==> config.mk <==
export PLATFORM = sky130hd
export DESIGN_NAME = airbag_wearable_mode_sequencer
export DESIGN_NICKNAME = d
export VERILOG_FILES = /design/src/awms_pkg.sv /design/src/awms_csr.sv /design/src/awms_seq.sv /design/src/airbag_wearable_mode_sequencer.sv
export SDC_FILE = /design/constraint.sdc
export NUM_CORES = 1
export LEC_CHECK = 0
export BUFFER_PORTS_ARGS = -buffer_cell sky130_fd_sc_hd__buf_2
export CAP_MARGIN = 20
export CORE_AREA = 2 2 126 128
export DETAILED_ROUTE_END_ITERATION = 16
export DIE_AREA = 0 0 128 130
export GPL_TIMING_DRIVEN = 0
export HOLD_SLACK_MARGIN = 0.15
export PLACE_DENSITY = 0.81
export SLEW_MARGIN = 20
export SYNTH_ARGS = -nofsm -noshare
export SYNTH_HDL_FRONTEND = slang
export SYNTH_SLANG_ARGS = --single-unit
==> constraint.sdc <==
create_clock -name clock -period 5.2 [get_ports clock]
set_clock_uncertainty 0.15 [all_clocks]
set_input_delay 1.56 -clock clock [delete_from_list [all_inputs] [get_ports clock]]
set_output_delay 1.56 -clock clock [all_outputs]
set_load 0.02 [all_outputs]
==> src/awms_pkg.sv <==
package awms_pkg;

   // Width of the elapsed and read-timeout counters (8 to 32).
   localparam int TimerBits = 16;
   localparam int CfgTickBits = 16;
   localparam int BattBits = 10;
   localparam int CmpBits = (TimerBits > CfgTickBits) ? TimerBits : CfgTickBits;
   localparam int CsrIndexBits = 3;
   localparam int CsrDataBits = 16;

   typedef logic [TimerBits-1:0] timer_type;
   typedef logic [CfgTickBits-1:0] cfg_tick_type;
   typedef logic [BattBits-1:0] batt_type;

   typedef enum logic [3:0] {
      MODE_START   = 4'd0,
      MODE_USER    = 4'd1,
      MODE_BATT    = 4'd2,
      MODE_LOWBAT  = 4'd3,
      MODE_CAL     = 4'd4,
      MODE_DETECT  = 4'd5,
      MODE_IMUERR  = 4'd6,
      MODE_INFLATE = 4'd7,
      MODE_HOLD    = 4'd8,
      MODE_INFERR  = 4'd9,
      MODE_DEFLATE = 4'd10
   } mode_type;

   typedef enum logic [CsrIndexBits-1:0] {
      CSR_CALIBRATION  = 3'd0,
      CSR_READ_TIMEOUT = 3'd1,
      CSR_INFLATE      = 3'd2,
      CSR_HOLD         = 3'd3,
      CSR_ERROR        = 3'd4,
      CSR_BATT_LOW     = 3'd5
   } csr_index_type;

   localparam cfg_tick_type CalibrationReset = 16'd5000;
   localparam cfg_tick_type ReadTimeoutReset = 16'd20;
   localparam cfg_tick_type InflateReset = 16'd80;
   localparam cfg_tick_type HoldReset = 16'd10000;
   localparam cfg_tick_type ErrorReset = 16'd10000;
   localparam batt_type BattLowReset = 10'd512;

   typedef struct packed {
      cfg_tick_type calibration_ticks;
      cfg_tick_type read_timeout_ticks;
      cfg_tick_type inflate_ticks;
      cfg_tick_type hold_ticks;
      cfg_tick_type error_ticks;
      batt_type     battery_low_threshold;
   } cfg_type;

   typedef struct packed {
      logic       user_present;
      logic       imu_init_ok;
      batt_type   battery_level;
      logic       data_read_ok;
      logic [3:0] fall_direction;
      logic       pressure_ok;
   } req_type;

   typedef struct packed {
      logic [3:0] mode;
      logic       user_led;
      logic       fall_led;
      logic       inflated_led;
      logic       inflate_pulse;
      logic       deflate_pulse;
      logic       shutdown_pulse;
      logic       error_lights;
   } rsp_type;

   function automatic timer_type sat_inc(timer_type v);
      return (v == '1) ? v : timer_type'(v + 1'b1);
   endfunction

   function automatic logic timer_reached(timer_type cnt, cfg_tick_type lim);
      return CmpBits'(cnt) >= CmpBits'(lim);
   endfunction

endpackage

==> src/awms_csr.sv <==
module awms_csr (
   input  logic                              clock,
   input  logic                              reset,
   input  logic                              csr_wr_en,
   input  logic [awms_pkg::CsrIndexBits-1:0] csr_index,
   input  logic [awms_pkg::CsrDataBits-1:0]  csr_wdata,
   output awms_pkg::cfg_type                 cfg
);
   import awms_pkg::*;

   cfg_type cfg_ff;
   cfg_type cfg_in;

   always_comb begin
      cfg_in = cfg_ff;
      if (csr_wr_en) begin
         unique case (csr_index)
            CSR_CALIBRATION:  cfg_in.calibration_ticks = cfg_tick_type'(csr_wdata);
            CSR_READ_TIMEOUT: cfg_in.read_timeout_ticks = cfg_tick_type'(csr_wdata);
            CSR_INFLATE:      cfg_in.inflate_ticks = cfg_tick_type'(csr_wdata);
            CSR_HOLD:         cfg_in.hold_ticks = cfg_tick_type'(csr_wdata);
            CSR_ERROR:        cfg_in.error_ticks = cfg_tick_type'(csr_wdata);
            CSR_BATT_LOW:     cfg_in.battery_low_threshold = csr_wdata[BattBits-1:0];
            default:          ;  // drop writes beyond the register list
         endcase
      end
   end

   always_ff @(posedge clock) begin
      if (reset) begin
         cfg_ff.calibration_ticks     <= CalibrationReset;
         cfg_ff.read_timeout_ticks    <= ReadTimeoutReset;
         cfg_ff.inflate_ticks         <= InflateReset;
         cfg_ff.hold_ticks            <= HoldReset;
         cfg_ff.error_ticks           <= ErrorReset;
         cfg_ff.battery_low_threshold <= BattLowReset;
      end else begin
         cfg_ff <= cfg_in;
      end
   end

   assign cfg = cfg_ff;

endmodule

==> src/awms_seq.sv <==
module awms_seq (
   input  logic              clock,
   input  logic              reset,
   input  logic              step_en,
   input  awms_pkg::req_type req,
   input  awms_pkg::cfg_type cfg,
   output awms_pkg::rsp_type rsp
);
   import awms_pkg::*;

   mode_type  mode_ff, mode_in;
   timer_type elapsed_ff, elapsed_in;
   timer_type since_read_ff, since_read_in;
   logic [2:0] led_ff, led_in;   // bit0 user, bit1 fall, bit2 inflated
   logic low_batt;
   logic fall;
   logic inflate_p, deflate_p, shutdown_p;

   always_comb begin
      low_batt      = req.battery_level < cfg.battery_low_threshold;
      fall          = |req.fall_direction;
      mode_in       = mode_ff;
      elapsed_in    = sat_inc(elapsed_ff);
      since_read_in = sat_inc(since_read_ff);
      led_in        = led_ff;
      inflate_p     = 1'b0;
      deflate_p     = 1'b0;
      shutdown_p    = 1'b0;

      unique case (mode_ff)
         MODE_START: begin
            mode_in = MODE_USER;
         end
         MODE_USER: begin
            if (req.user_present) begin
               led_in[0] = 1'b1;
               if (!req.imu_init_ok) begin
                  mode_in    = MODE_IMUERR;
                  elapsed_in = '0;
               end else begin
                  mode_in = MODE_BATT;
               end
            end
         end
         MODE_BATT: begin
            if (low_batt) begin
               mode_in = MODE_LOWBAT;
            end else begin
               mode_in    = MODE_CAL;
               elapsed_in = '0;
            end
         end
         MODE_LOWBAT: begin
            // inverted test kept: a low sample here shuts down
            if (low_batt) begin
               shutdown_p = 1'b1;
               mode_in    = MODE_START;
            end
         end
         MODE_CAL: begin
            priority if (!req.user_present) begin
               led_in[0]  = 1'b0;
               shutdown_p = 1'b1;
               mode_in    = MODE_START;
            end else if (low_batt) begin
               mode_in = MODE_LOWBAT;
            end else if (timer_reached(elapsed_in, cfg.calibration_ticks)) begin
               mode_in = MODE_DETECT;
            end else begin
               mode_in = MODE_CAL;
            end
         end
         MODE_DETECT: begin
            priority if (!req.user_present) begin
               led_in[0]  = 1'b0;
               shutdown_p = 1'b1;
               mode_in    = MODE_START;
            end else if (low_batt) begin
               mode_in = MODE_LOWBAT;
            end else if (!req.data_read_ok) begin
               if (timer_reached(since_read_in, cfg.read_timeout_ticks)) begin
                  mode_in    = MODE_IMUERR;
                  elapsed_in = '0;
               end
            end else begin
               since_read_in = '0;
               if (fall) begin
                  led_in[1]  = 1'b1;
                  inflate_p  = 1'b1;
                  mode_in    = MODE_INFLATE;
                  elapsed_in = '0;
               end
            end
         end
         MODE_IMUERR, MODE_INFERR: begin
            if (timer_reached(elapsed_in, cfg.error_ticks)) begin
               shutdown_p = 1'b1;
               elapsed_in = '0;
            end
         end
         MODE_INFLATE: begin
            if (timer_reached(elapsed_in, cfg.inflate_ticks)) begin
               led_in[1]  = 1'b0;
               led_in[2]  = 1'b1;
               elapsed_in = '0;
               mode_in    = MODE_HOLD;
            end
         end
         MODE_HOLD: begin
            priority if (!req.pressure_ok) begin
               mode_in    = MODE_INFERR;
               elapsed_in = '0;
            end else if (timer_reached(elapsed_in, cfg.hold_ticks)) begin
               led_in[2]  = 1'b0;
               elapsed_in = '0;
               mode_in    = MODE_DEFLATE;
            end else begin
               mode_in = MODE_HOLD;
            end
         end
         MODE_DEFLATE: begin
            // elapsed keeps running, so calibration counts from deflate entry
            deflate_p = 1'b1;
            mode_in   = MODE_CAL;
         end
         default: begin
            mode_in = MODE_START;
         end
      endcase

      rsp.mode           = mode_in;
      rsp.user_led       = led_in[0];
      rsp.fall_led       = led_in[1];
      rsp.inflated_led   = led_in[2];
      rsp.inflate_pulse  = inflate_p;
      rsp.deflate_pulse  = deflate_p;
      rsp.shutdown_pulse = shutdown_p;
      rsp.error_lights   = (mode_in == MODE_IMUERR) || (mode_in == MODE_INFERR);
   end

   always_ff @(posedge clock) begin
      if (reset) begin
         mode_ff       <= MODE_START;
         elapsed_ff    <= '0;
         since_read_ff <= '0;
         led_ff        <= '0;
      end else if (step_en) begin
         mode_ff       <= mode_in;
         elapsed_ff    <= elapsed_in;
         since_read_ff <= since_read_in;
         led_ff        <= led_in;
      end
   end

endmodule

==> src/airbag_wearable_mode_sequencer.sv <==
// Channel  | Ports                              | Beat
// ---------+------------------------------------+----------------------------------
// request  | req_valid, req_ready, req_data     | one millisecond tick of inputs
// response | rsp_valid, rsp_ready, rsp_data     | mode, LEDs and pulses after tick
// config   | csr_wr_en, csr_index, csr_wdata    | one register write, no wait
//
// A request beat lands in the input register; when the output register is free
// or draining, the sequencer step runs in one pass and its result lands in the
// output register. One beat per cycle while the receiver does not stall.
// Throughput is set by the single output register: the step fires whenever
// the output register is empty or being drained in the same cycle.
// Synchronous active-high reset clears both valid flags, the mode, the two
// counters, the LEDs and restores the register defaults.
module airbag_wearable_mode_sequencer (
   input  logic                              clock,
   input  logic                              reset,
   input  logic                              req_valid,
   output logic                              req_ready,
   input  awms_pkg::req_type                 req_data,
   output logic                              rsp_valid,
   input  logic                              rsp_ready,
   output awms_pkg::rsp_type                 rsp_data,
   input  logic                              csr_wr_en,
   input  logic [awms_pkg::CsrIndexBits-1:0] csr_index,
   input  logic [awms_pkg::CsrDataBits-1:0]  csr_wdata
);
   import awms_pkg::*;

   cfg_type cfg;
   req_type in_ff;
   logic    in_valid_ff;
   rsp_type out_ff;
   logic    out_valid_ff;
   rsp_type step_rsp;
   logic    advance;

   // Advance the held tick whenever the output slot is free or draining.
   assign advance   = in_valid_ff && (!out_valid_ff || rsp_ready);
   assign req_ready = !in_valid_ff || advance;

   awms_csr u_csr (
      .clock     (clock),
      .reset     (reset),
      .csr_wr_en (csr_wr_en),
      .csr_index (csr_index),
      .csr_wdata (csr_wdata),
      .cfg       (cfg)
   );

   awms_seq u_seq (
      .clock   (clock),
      .reset   (reset),
      .step_en (advance),
      .req     (in_ff),
      .cfg     (cfg),
      .rsp     (step_rsp)
   );

   // Input register: hold the beat until the step consumes it.
   always_ff @(posedge clock) begin
      if (reset) begin
         in_valid_ff <= 1'b0;
      end else if (req_ready) begin
         in_valid_ff <= req_valid;
      end
   end

   always_ff @(posedge clock) begin
      if (req_valid && req_ready) begin
         in_ff <= req_data;
      end
   end

   // Output register: load on each step, drop valid once taken.
   always_ff @(posedge clock) begin
      if (reset) begin
         out_valid_ff <= 1'b0;
      end else if (advance) begin
         out_valid_ff <= 1'b1;
      end else if (rsp_ready) begin
         out_valid_ff <= 1'b0;
      end
   end

   always_ff @(posedge clock) begin
      if (advance) begin
         out_ff <= step_rsp;
      end
   end

   assign rsp_valid = out_valid_ff;
   assign rsp_data  = out_ff;

endmodule

Word level (Yosys, flattened, before mapping)

Cells that the tools add are included.

Add/subtract/negate cells: 2
Order comparisons: 6
Equality and inequality tests: 19
Muxes and demuxes: 55
Bitwise operators: 3
Reduce and logical (&&, ||, !) cells: 20

Operators by type and width:

| cell                                                             | count |
|---|---|
| 16-bit two-way mux                                               | 18 |
| 16-bit case mux with 6 select lines                              | 1 |
| 16-bit >= comparator                                             | 5 |
| 4-bit two-way mux                                                | 11 |
| 4-bit case mux with 10 select lines                              | 1 |
| 16-bit by 1-bit adder with 16-bit output (second input constant) | 2 |
| 16-bit == test (second input constant)                           | 2 |
| 4-bit by 3-bit == test with 1-bit output (second input constant) | 5 |
| 4-bit == test (second input constant)                            | 4 |
| 1-bit two-way mux                                                | 16 |
| 2-bit AND reduction                                              | 6 |
| 10-bit < comparator                                              | 1 |
| 4-bit by 2-bit == test with 1-bit output (second input constant) | 2 |
| 4-bit OR reduction                                               | 2 |
| 3-bit by 2-bit == test with 1-bit output (second input constant) | 2 |
| 3-bit == test (second input constant)                            | 2 |
| 3-bit two-way mux                                                | 2 |
| 1-bit case mux with 2 select lines                               | 3 |
| 4-bit by 1-bit == test with 1-bit output (second input constant) | 1 |
| 4-bit logical NOT                                                | 1 |
| 2-bit two-way mux                                                | 2 |
| 2-bit OR reduction                                               | 2 |
| 3-bit by 1-bit == test with 1-bit output (second input constant) | 1 |
| 3-bit logical NOT                                                | 1 |
| other kinds (6)                                                  | 12 |

Register bits after elaboration: 160
Word-level logic and storage cells: 131

Logic depth before layout (Yosys ltp)

Gate-level depths: netlist (run 1).

Depth in word-level cells: 10
Gate-level depth with buffers: 17
Mapped depth without buffers: 16

Hierarchy

Synthesis (run 1) repeated with hierarchy kept, for this count alone.

Cells, all modules: 1,034
Area, all modules: 9,399.0 um^2

Modules (own cells, without submodules):

| module                         | times used | cells each | area each (um^2) |
|---|---|---|---|
| awms_seq                       | 1          | 667        | 4,862.2 |
| awms_csr                       | 1          | 328        | 3,562.2 |
| airbag_wearable_mode_sequencer | 1          | 39         | 974.7 |

Worst setup path after synthesis (run 1)

Ideal clock, no wire load.

Path kind: register to register
Start: reg u_seq.elapsed_ff[0]
End: reg out_ff (netlist bit rsp_data[0]), data pin
Setup time: 0.268 ns
Arrival: 3.414 ns
Data required time: 4.782 ns
Slack: 1.368 ns
Cell stages (with the launch flop): 17
Path buffers: 1
Clock period less this slack: 3.832 ns
Cell sequence: dfxtp_1 -> ha_1 -> nand4_4 -> or4_4 -> buf_6 -> nand4_2 -> nor2_1 -> xor2_1 -> ha_1 -> nand2_1 -> nor2_1 -> nand2_1 -> o31ai_2 -> o221ai_1 -> nor4b_1 -> inv_1 -> o2bb2ai_1

RTL lines:

| item                   | RTL line                             | RTL |
|---|---|---|
| start, declared        | awms_seq.sv:12                       | `timer_type elapsed_ff, elapsed_in;` |
| start signal, assigned | awms_seq.sv:149                      | `elapsed_ff <= elapsed_in;` |
| end signal, assigned   | airbag_wearable_mode_sequencer.sv:87 | `out_ff <= step_rsp;` |
| end, declared          | airbag_wearable_mode_sequencer.sv:32 | `rsp_type out_ff;` |

==> results of run 1 <==
## cells by family after synthesis
logic type      synth area share (%)
simple gates                    19.7
compound gates                  18.6
flops                           39.0
buf+inv                         6.30
fa+ha+maj                       12.7
xor+xnor                        2.93
mux                            0.657
## routing by layer
layer  GRT usage, %  share of wire (%)
met1           37.9                 44
met2           48.2                 46
met3           5.25                6.6
met4           13.5                3.5
met5              0                  0
## metrics by stage
stage	hold slack (ps)	area [um2]
after floorplan	286	8950
after global placement	292	9460
after detailed placement	298	9460
after CTS	305	10100
after global routing	328	10100
final	305	10100
## cell usage in the layout (no fill, tap or decap), drive strengths merged, types with 5 or more instances in the layout
| cell type | netlist | final |
|---|---|---|
| inv | 98 | 99 |
| ha | 91 | 91 |
| dfxtp | 131 | 131 |
| a21oi | 125 | 125 |
| clkinv | 1 | 7 |
| o31ai | 6 | 6 |
| or2 | 5 | 5 |
| xor2 | 13 | 13 |
| o211ai | 24 | 24 |
| nand2 | 218 | 218 |
| o21ai | 33 | 33 |
| nand2b | 13 | 13 |
| nor2b | 9 | 9 |
| nand4 | 16 | 16 |
| clkbuf | 36 | 55 |
| a211oi | 9 | 9 |
| and3 | 17 | 17 |
| buf | 8 | 61 |
| a22oi | 6 | 6 |
| nor3 | 11 | 11 |
| a31oi | 8 | 8 |
| edfxtp | 29 | 29 |
| xnor2 | 17 | 17 |
| nand3 | 16 | 16 |
| a21o | 9 | 9 |
| nor2 | 62 | 62 |
| a22o | 8 | 8 |
| and2 | 6 | 6 |
## worst max-delay path, stage by stage, from the launching register on
cell	delay, ps
dfxtp_1	430
ha_1	290
nand4_4	140
or4_4	540
buf_6	150
nand2_1	140
nor2_1	70
xor2_1	540
ha_1	360
a211o_1	260
a21o_1	160
a41oi_1	470
a21bo_2	240
nand2_1	50
a221oi_1	460
o2bb2ai_1	140
## final timing paths
kind                                    start                          to  depth (start not counted)  slack, ps
min reg2reg        u_csr.cfg[76]$_SDFFE_PP0P_  u_csr.cfg[76]$_SDFFE_PP0P_                          2        300
min                u_csr.cfg[76]$_SDFFE_PP0P_  u_csr.cfg[76]$_SDFFE_PP0P_                          2        300
max reg2reg  u_seq.elapsed_ff[0]$_SDFFE_PP0P_       rsp_data[0]$_DFFE_PP_                         15        310
max          u_seq.elapsed_ff[0]$_SDFFE_PP0P_       rsp_data[0]$_DFFE_PP_                         15        310
## sequential cells by signal (all words and copies together) (netlist names)
signal	flops
in_ff	18
in_valid_ff	1
rsp_data	11
rsp_valid	1
u_csr.cfg	90
u_seq.elapsed_ff	16
u_seq.led_ff	3
u_seq.mode_ff	4
u_seq.since_read_ff	16
## power by group
part           internal, W  total [W]  switching (W)
Clock             0.000780    0.00130       0.000518
Sequential         0.00130    0.00132      0.0000174
Combinational    0.0000863   0.000261       0.000175
Total              0.00216    0.00288       0.000711
## final cells by class
class                   count  area (um2)
plain buffers              44         193
clock buffers              19         453
clock inverters            13         161
fillers                  1303        5350
inverters                  99         372
multi-input cells         775        4900
flip-flops and latches    160        3490
well taps                 192         240
repair buffers             53         265
==> results.cfg, run 1 <==
[sta]
hold_violations = 0
fmax_ghz = 0.205
fin_crit_sh_pct = 94.0
slew_headroom_pct = 27.9
final.setup.tns_ps = 0
drv_slew = 0
worstMarginPinSlew_ps = 1080
layout_setup_ws_ps = 312
rsz0062_at_grt = no
finalSetupViolCount = 0
fin_crit_ps = 4890

[power_and_ir_drop]
power_density_nw_per_um2 = 285
leakage_nw = 4.14
p_total_w = 0.00288
max-vdd-ir-drop_mv = 0.238

[drt]
viasPerCell = 5.82
routedWlPerCell_um = 17.1
ant_nets = 0
drt_iter0_drc = 812
remaining_drc_errors = 0
wirelength_um = 23200
vias = 7891
dr.pass1.iters = 6

[clock_network]
root_buffer = clkbuf_16
tritoncts = yes
cts_buffers = 17
path_clk_slew_ps = 60
clk_latency_ps = 430
cts_sinks = 160
cts_hold_buf = 0
cts_buffer_depth = 2
post-cts-setup-buffers = 0
htreeDepth = 4
ctsResizeCount = 0

[yosys]
ys_types = 76
synth_top_area_share_pct = 29.3
synth_area_um2 = 8950
synth.net_count = 1211
synth_top_flop_cell = dfxtp_1
synthTopCellsByArea = dfxtp_1 (29%), ha_1 (13%), edfxtp_1 (9.7%)
synth_edf_count = 29
synthTopCellsByCount = nand2_1 (218), dfxtp_1 (131), a21oi_1 (125)
synth-seq-cells = 160
avgSynthCellArea_um2 = 8.30
post-synth-top-count-cell = nand2_1
yosysSeqAreaShare_pct = 39.0
yosysWarnings = 0
synth_cells = 1078
synth_largest_area_cell = dfxtp_1
synthArstFlopShare_pct = 0

[hold_path]
hold_class = reg2reg

[placement]
post-dp-hpwl_um = 17300
place_inst = 1323
post-place-ws_ps = 303
globalplace.congestion = 0.936
place.port_buffers = 53

[layout]
syn2layout_area_growth_pct = 12.6
final_nets = 1283
instances_no_fill = 1355
drive_gt1_share_pct = 10.6
antenna_cells = 0
final_util_pct = 65.3

[job]
cap_violations = 0

[global_route]
grt_pass1_wl_um = 38000
antenna_found_initial = 0
grt_max_degree = 21
grt_pass1_vias = 7689
grt_usage_pct = 29.3
grt_overflow = 0

[setup_path]
path_class = reg2reg
worstPathRequired_ps = 5200
crit_path_start_kind = flop
crit_path_max_fanout = 9
endpoint_kind = flop
critPathArrivalTime_ps = 4890

[die]
die_h_um = 130
ios = 55
chipWidth_um = 128
row_count = 46
start_util_pct = 58.0
dieArea_um2 = 16600
core_um2 = 15400

[status]
outcome = finished clean
No activity file was read; power rests on OpenSTA's default activity.
==> run 2, diff against run 1 <==
--- a/config.mk
+++ b/config.mk
@@ -5,7 +5,7 @@
 export SDC_FILE = /design/constraint.sdc
 export NUM_CORES = 1
 export LEC_CHECK = 0
-export BUFFER_PORTS_ARGS = -buffer_cell sky130_fd_sc_hd__buf_2
+export BUFFER_PORTS_ARGS = -buffer_cell sky130_fd_sc_hd__buf_4
 export CAP_MARGIN = 20
 export CORE_AREA = 2 2 126 128
 export DETAILED_ROUTE_END_ITERATION = 16
@@ -13,6 +13,7 @@
 export GPL_TIMING_DRIVEN = 0
 export HOLD_SLACK_MARGIN = 0.15
 export PLACE_DENSITY = 0.81
+export REMOVE_ABC_BUFFERS = 1
 export SLEW_MARGIN = 20
 export SYNTH_ARGS = -nofsm -noshare
 export SYNTH_HDL_FRONTEND = slang
==> run 2 against run 1 <==
Net effect: clock-buffer cell count shrank 2; wire length shrank 7.3%; highest routed layer unchanged; critical path type unchanged; via count shrank 3.3%.
==> results.cfg, run 2 (same netlist as run 1, synthesis figures left out) <==
[clock_network]
ctsResizeCount = 0
cts_buffers = 17
post-cts-setup-buffers = 0
htreeDepth = 4
root_buffer = clkbuf_16
tritoncts = yes
cts_hold_buf = 0
path_clk_slew_ps = 60
clk_latency_ps = 430
cts_sinks = 160
cts_buffer_depth = 2

[drt]
dr.pass1.iters = 7
vias = 7629
viasPerCell = 5.81
remaining_drc_errors = 0
routedWlPerCell_um = 16.4
drt_iter0_drc = 656
ant_nets = 0
wirelength_um = 21500

[global_route]
grt_pass1_wl_um = 35000
grt_overflow = 0
grt_max_degree = 92
antenna_found_initial = 0
grt_pass1_vias = 7175
grt_usage_pct = 26.7

[layout]
nFillCells = 1291
instances_no_fill = 1312
final_nets = 1240
final_util_pct = 64.7
drive_gt1_share_pct = 9.91
antenna_cells = 0
syn2layout_area_growth_pct = 11.5
final_cell_mix = nand2_1 (218), dfxtp_1 (131), a21oi_1 (125)
final_common_cell = nand2_1
largest_register_ffs = 90

[die]
row_count = 46
core_um2 = 15400
start_util_pct = 58.0
chipWidth_um = 128
die_h_um = 130
ios = 55
dieArea_um2 = 16600

[sta]
slew_headroom_pct = 26.6
fin_crit_ps = 4880
fmax_ghz = 0.205
layout_setup_ws_ps = 318
finalSetupViolCount = 0
whs_ps = 304
hold_violations = 0
rsz0062_at_grt = no
fin_crit_sh_pct = 93.9
final.setup.tns_ps = 0
drv_slew = 0
worstMarginPinSlew_ps = 1090

[placement]
post-place-ws_ps = 157
globalplace.congestion = 0.905
place.port_buffers = 54
place_inst = 1280
post-dp-hpwl_um = 15100

[power_and_ir_drop]
leakage_nw = 4.08
power_density_nw_per_um2 = 281
max-vdd-ir-drop_mv = 0.248

[setup_path]
worstPathRequired_ps = 5210
crit_path_max_fanout = 9
endpoint_kind = flop
critPathArrivalTime_ps = 4890
crit_path_start_kind = flop
path_class = reg2reg

[job]
cap_violations = 0

[hold_path]
hold_class = reg2reg

[status]
outcome = finished clean
## run 2: changes by cell type in the layout (fill, tap and decap cells not counted)
cell	before	now
nor2_1	61	60
nor2_2	1	2
clkbuf_8	2	0
nor4b_2	1	0
clkinv_2	2	3
nor4b_1	0	1
clkinv_4	3	0
clkbuf_1	36	0
buf_4	2	54
buf_2	57	0
inv_6	1	0
clkinv_1	2	7
buf_6	2	0
## run 2: worst max-delay path, stage by stage (launching register included)
cell and delay (ps):
dfxtp_1 440, ha_1 300, nand4_4 160, or4_4 640
nand2_1 190, nor2_1 70, xor2_1 400, ha_1 230
o21ai_0 100, nand2b_1 90, a31oi_1 120, o31ai_2 510
o221ai_1 260, nor4b_1 670, inv_1 130, o2bb2ai_1 150
## run 2: path summary, 6_finish.rpt
check	start	end	slack, ps	depth (start not counted)
setup reg to reg	u_seq.elapsed_ff[0]$_SDFFE_PP0P_	rsp_data[0]$_DFFE_PP_	320	15
hold reg to reg	u_csr.cfg[44]$_SDFFE_PP0P_	u_csr.cfg[44]$_SDFFE_PP0P_	300	2
hold / removal	u_csr.cfg[44]$_SDFFE_PP0P_	u_csr.cfg[44]$_SDFFE_PP0P_	300	2
setup / recovery	u_seq.elapsed_ff[0]$_SDFFE_PP0P_	rsp_data[0]$_DFFE_PP_	320	15
## run 2: per-layer routing
| layer | up-vias | GRT usage, % | share of wire [%] |
|---|---|---|---|
| met1 | 3544 | 35.5 | 44 |
| met5 | - | 0 | 0 |
| met3 | 38 | 4.88 | 7.8 |
| li1 | 3776 | - | - |
| met2 | 271 | 43.6 | 46 |
| met4 | 0 | 10.6 | 2.7 |
## run 2: final cells by class
class,count,area (um2),area share [%]
multi-input combinational,775,4900,49.1
sequential,160,3490,35.0
clock buffer,17,425,4.26
timing repair buffer,54,405,4.06
inverter,99,372,3.72
tap,192,240,2.41
clock inverter,15,150,1.50
## run 2: metrics by stage
| stage | total power (W) | instance area, um2 |
|---|---|---|
| floorplan | 0.00148 | 8760 |
| global placement | 0.00159 | 9410 |
| detailed placement | 0.00159 | 9410 |
| CTS | 0.00281 | 9980 |
| global route | 0.00290 | 9980 |
| finish | 0.00280 | 9980 |
## run 2: power by group
group          leakage, nW  total [W]  switching, W  internal, W
Clock                0.273    0.00123      0.000492     0.000741
Combinational         2.47   0.000249      0.000158    0.0000908
Sequential            1.34    0.00132     0.0000223      0.00130
Total                 4.08    0.00280      0.000672      0.00213
==> run 3, diff against run 2 <==
--- a/config.mk
+++ b/config.mk
@@ -7,12 +7,12 @@
 export LEC_CHECK = 0
 export BUFFER_PORTS_ARGS = -buffer_cell sky130_fd_sc_hd__buf_4
 export CAP_MARGIN = 20
-export CORE_AREA = 2 2 126 128
+export CORE_AREA = 2 2 137 139
 export DETAILED_ROUTE_END_ITERATION = 16
-export DIE_AREA = 0 0 128 130
+export DIE_AREA = 0 0 139 141
 export GPL_TIMING_DRIVEN = 0
 export HOLD_SLACK_MARGIN = 0.15
-export PLACE_DENSITY = 0.81
+export PLACE_DENSITY = 0.71
 export REMOVE_ABC_BUFFERS = 1
 export SLEW_MARGIN = 20
 export SYNTH_ARGS = -nofsm -noshare
==> constraint.sdc (replaced) <==
create_clock -name clock -period 4.65 [get_ports clock]
set_clock_uncertainty 0.15 [all_clocks]
set_input_delay 1.395 -clock clock [delete_from_list [all_inputs] [get_ports clock]]
set_output_delay 1.395 -clock clock [all_outputs]
set_load 0.02 [all_outputs]
==> run 3 against run 2 <==
Net effect: setup slack worse by 93 ps; largest power group unchanged; highest routed layer unchanged; clock power increased by 9.8%; worst hold slack about the same; register-to-register slack got worse by 90 ps.
==> results.cfg, run 3 (same netlist as run 1, synthesis figures left out) <==
[layout]
final_nets = 1241
multi_input_comb_area_um2 = 5000
largest_register_ffs = 90
antenna_cells = 0
instances_no_fill = 1355
nFillCells = 1676
drive_gt1_share_pct = 11.8
final_common_cell = nand2_1
regArea_um2 = 3490
final_cell_mix = nand2_1 (218), dfxtp_1 (131), a21oi_1 (125)
syn2layout_area_growth_pct = 13.1

[placement]
place_inst = 1322
post-dp-hpwl_um = 15600
place.port_buffers = 54
globalplace.congestion = 0.947

[power_and_ir_drop]
max-vdd-ir-drop_mv = 0.251
leakage_nw = 4.13
power_density_nw_per_um2 = 308

[drt]
drt_iter0_drc = 598
ant_nets = 0
wirelength_um = 22200
dr.pass1.iters = 5
routedWlPerCell_um = 16.4
vias = 7681
remaining_drc_errors = 0
viasPerCell = 5.67

[sta]
fmax_ghz = 0.226
slew_headroom_pct = 28.1
fin_crit_ps = 4430
drv_slew = 0
rsz0062_at_grt = no
fin_crit_sh_pct = 95.2
finalSetupViolCount = 0
hold_violations = 0
worstMarginPinSlew_ps = 1080
final.setup.tns_ps = 0

[clock_network]
tritoncts = yes
cts_buffer_depth = 2
htreeDepth = 4
root_buffer = clkbuf_16
cts_buffers = 17
cts_sinks = 160
path_clk_slew_ps = 70
clk_latency_ps = 430
cts_hold_buf = 0

[global_route]
grt_pass1_vias = 7073
grt_usage_pct = 22.7
grt_pass1_wl_um = 35700
antenna_found_initial = 0
grt_overflow = 0
grt_max_degree = 92

[die]
core_um2 = 18300
die_h_um = 141
dieArea_um2 = 19600
chipWidth_um = 139
ios = 55
row_count = 50
start_util_pct = 49.0

[setup_path]
crit_path_start_kind = flop
endpoint_kind = flop
path_class = reg2reg
critPathArrivalTime_ps = 4600
worstPathRequired_ps = 4830
startpoint = u_seq.elapsed_ff[0]$_SDFFE_PP0P_
crit_path_max_fanout = 9
reg2reg_slack_ps = 220
timing.rr.start = u_seq.elapsed_ff[0]$_SDFFE_PP0P_

[hold_path]
hold_class = reg2reg
holdCritStartpoint = u_csr.cfg[49]$_SDFFE_PP0P_

[status]
outcome = finished clean

[job]
cap_violations = 0
==> run 3: changes by cell type in the layout (fill, tap and decap cells not counted), sizes merged <==
| cell | before | now |
|---|---|---|
| clkinv | 10 | 7 |
| bufinv | 3 | 1 |
| inv | 98 | 104 |
| clkinvlp | 3 | 2 |
| buf | 54 | 55 |
==> run 3: path summary, 6_finish.rpt <==
kind                                                         end  depth (start not counted)
worst max register to register  u_seq.elapsed_ff[9]$_SDFFE_PP0P_                         16
worst min-delay path                  u_csr.cfg[49]$_SDFFE_PP0P_                          2
worst max-delay path            u_seq.elapsed_ff[9]$_SDFFE_PP0P_                         16
worst min register to register        u_csr.cfg[49]$_SDFFE_PP0P_                          2
==> run 3: area by class of cell <==
| type | count | share of cell area (%) |
|---|---|---|
| Multi-Input combinational cell | 775 | 49.3 |
| Sequential cell | 160 | 34.5 |
| Clock buffer | 17 | 4.20 |
| Timing Repair Buffer | 55 | 4.08 |
| Inverter | 99 | 3.67 |
| Tap cell | 234 | 2.89 |
| Clock inverter | 15 | 1.33 |
==> run 3: what timing repair did <==
item	in CTS	in global routing
resized for setup	3	13
endpoints found under the setup margin	4	27
pin swaps	0	2
endpoints found under the hold margin	0	0
setup buffers	0	1
==> run 3: routing by layer <==
metal / track usage [%] / vias to the layer above / routed length (um)
met4: 8.67 / 0 / 561
met2: 36.1 / 256 / 10000
met3: 3.40 / 40 / 1340
li1: - / 3779 / -
met5: 0 / - / 0
met1: 31.4 / 3606 / 10300
==> run 3: power breakdown <==
group	switching, W	internal [W]	total, W
Clock	0.000610	0.000742	0.00135
Combinational	0.000183	0.000106	0.000290
Sequential	0.0000256	0.00145	0.00148
==> run 3: metrics by stage <==
stage | setup slack (ps) | total power (W) | hold WS, ps | utilization (%) | cell area [um2]
after CTS | -12.9 | 0.00313 | 305 | 55.0 | 10000
after floorplan | 859 | 0.00166 | 280 | - | 8760
after detailed placement | -270 | 0.00178 | 296 | 51.8 | 9460
final | 225 | 0.00312 | 304 | 55.4 | 10100
after global routing | 0.178 | 0.00323 | 322 | 55.4 | 10100
after global placement | -299 | 0.00178 | 292 | 51.8 | 9460
==> run 3: worst max-delay path: stages (launching register included) <==
cell and delay [ps]:
dfxtp_1 460, ha_1 310, nand4_4 160, or4_4 650, nand2_1 210, nor2_1 100, xor2_2 210, ha_1 330
o21a_1 120, o211ai_1 80, a211oi_1 240, a211o_1 310, a21boi_0 320, o21ai_2 160, o31ai_4 220, buf_4 210
nor2_1 60
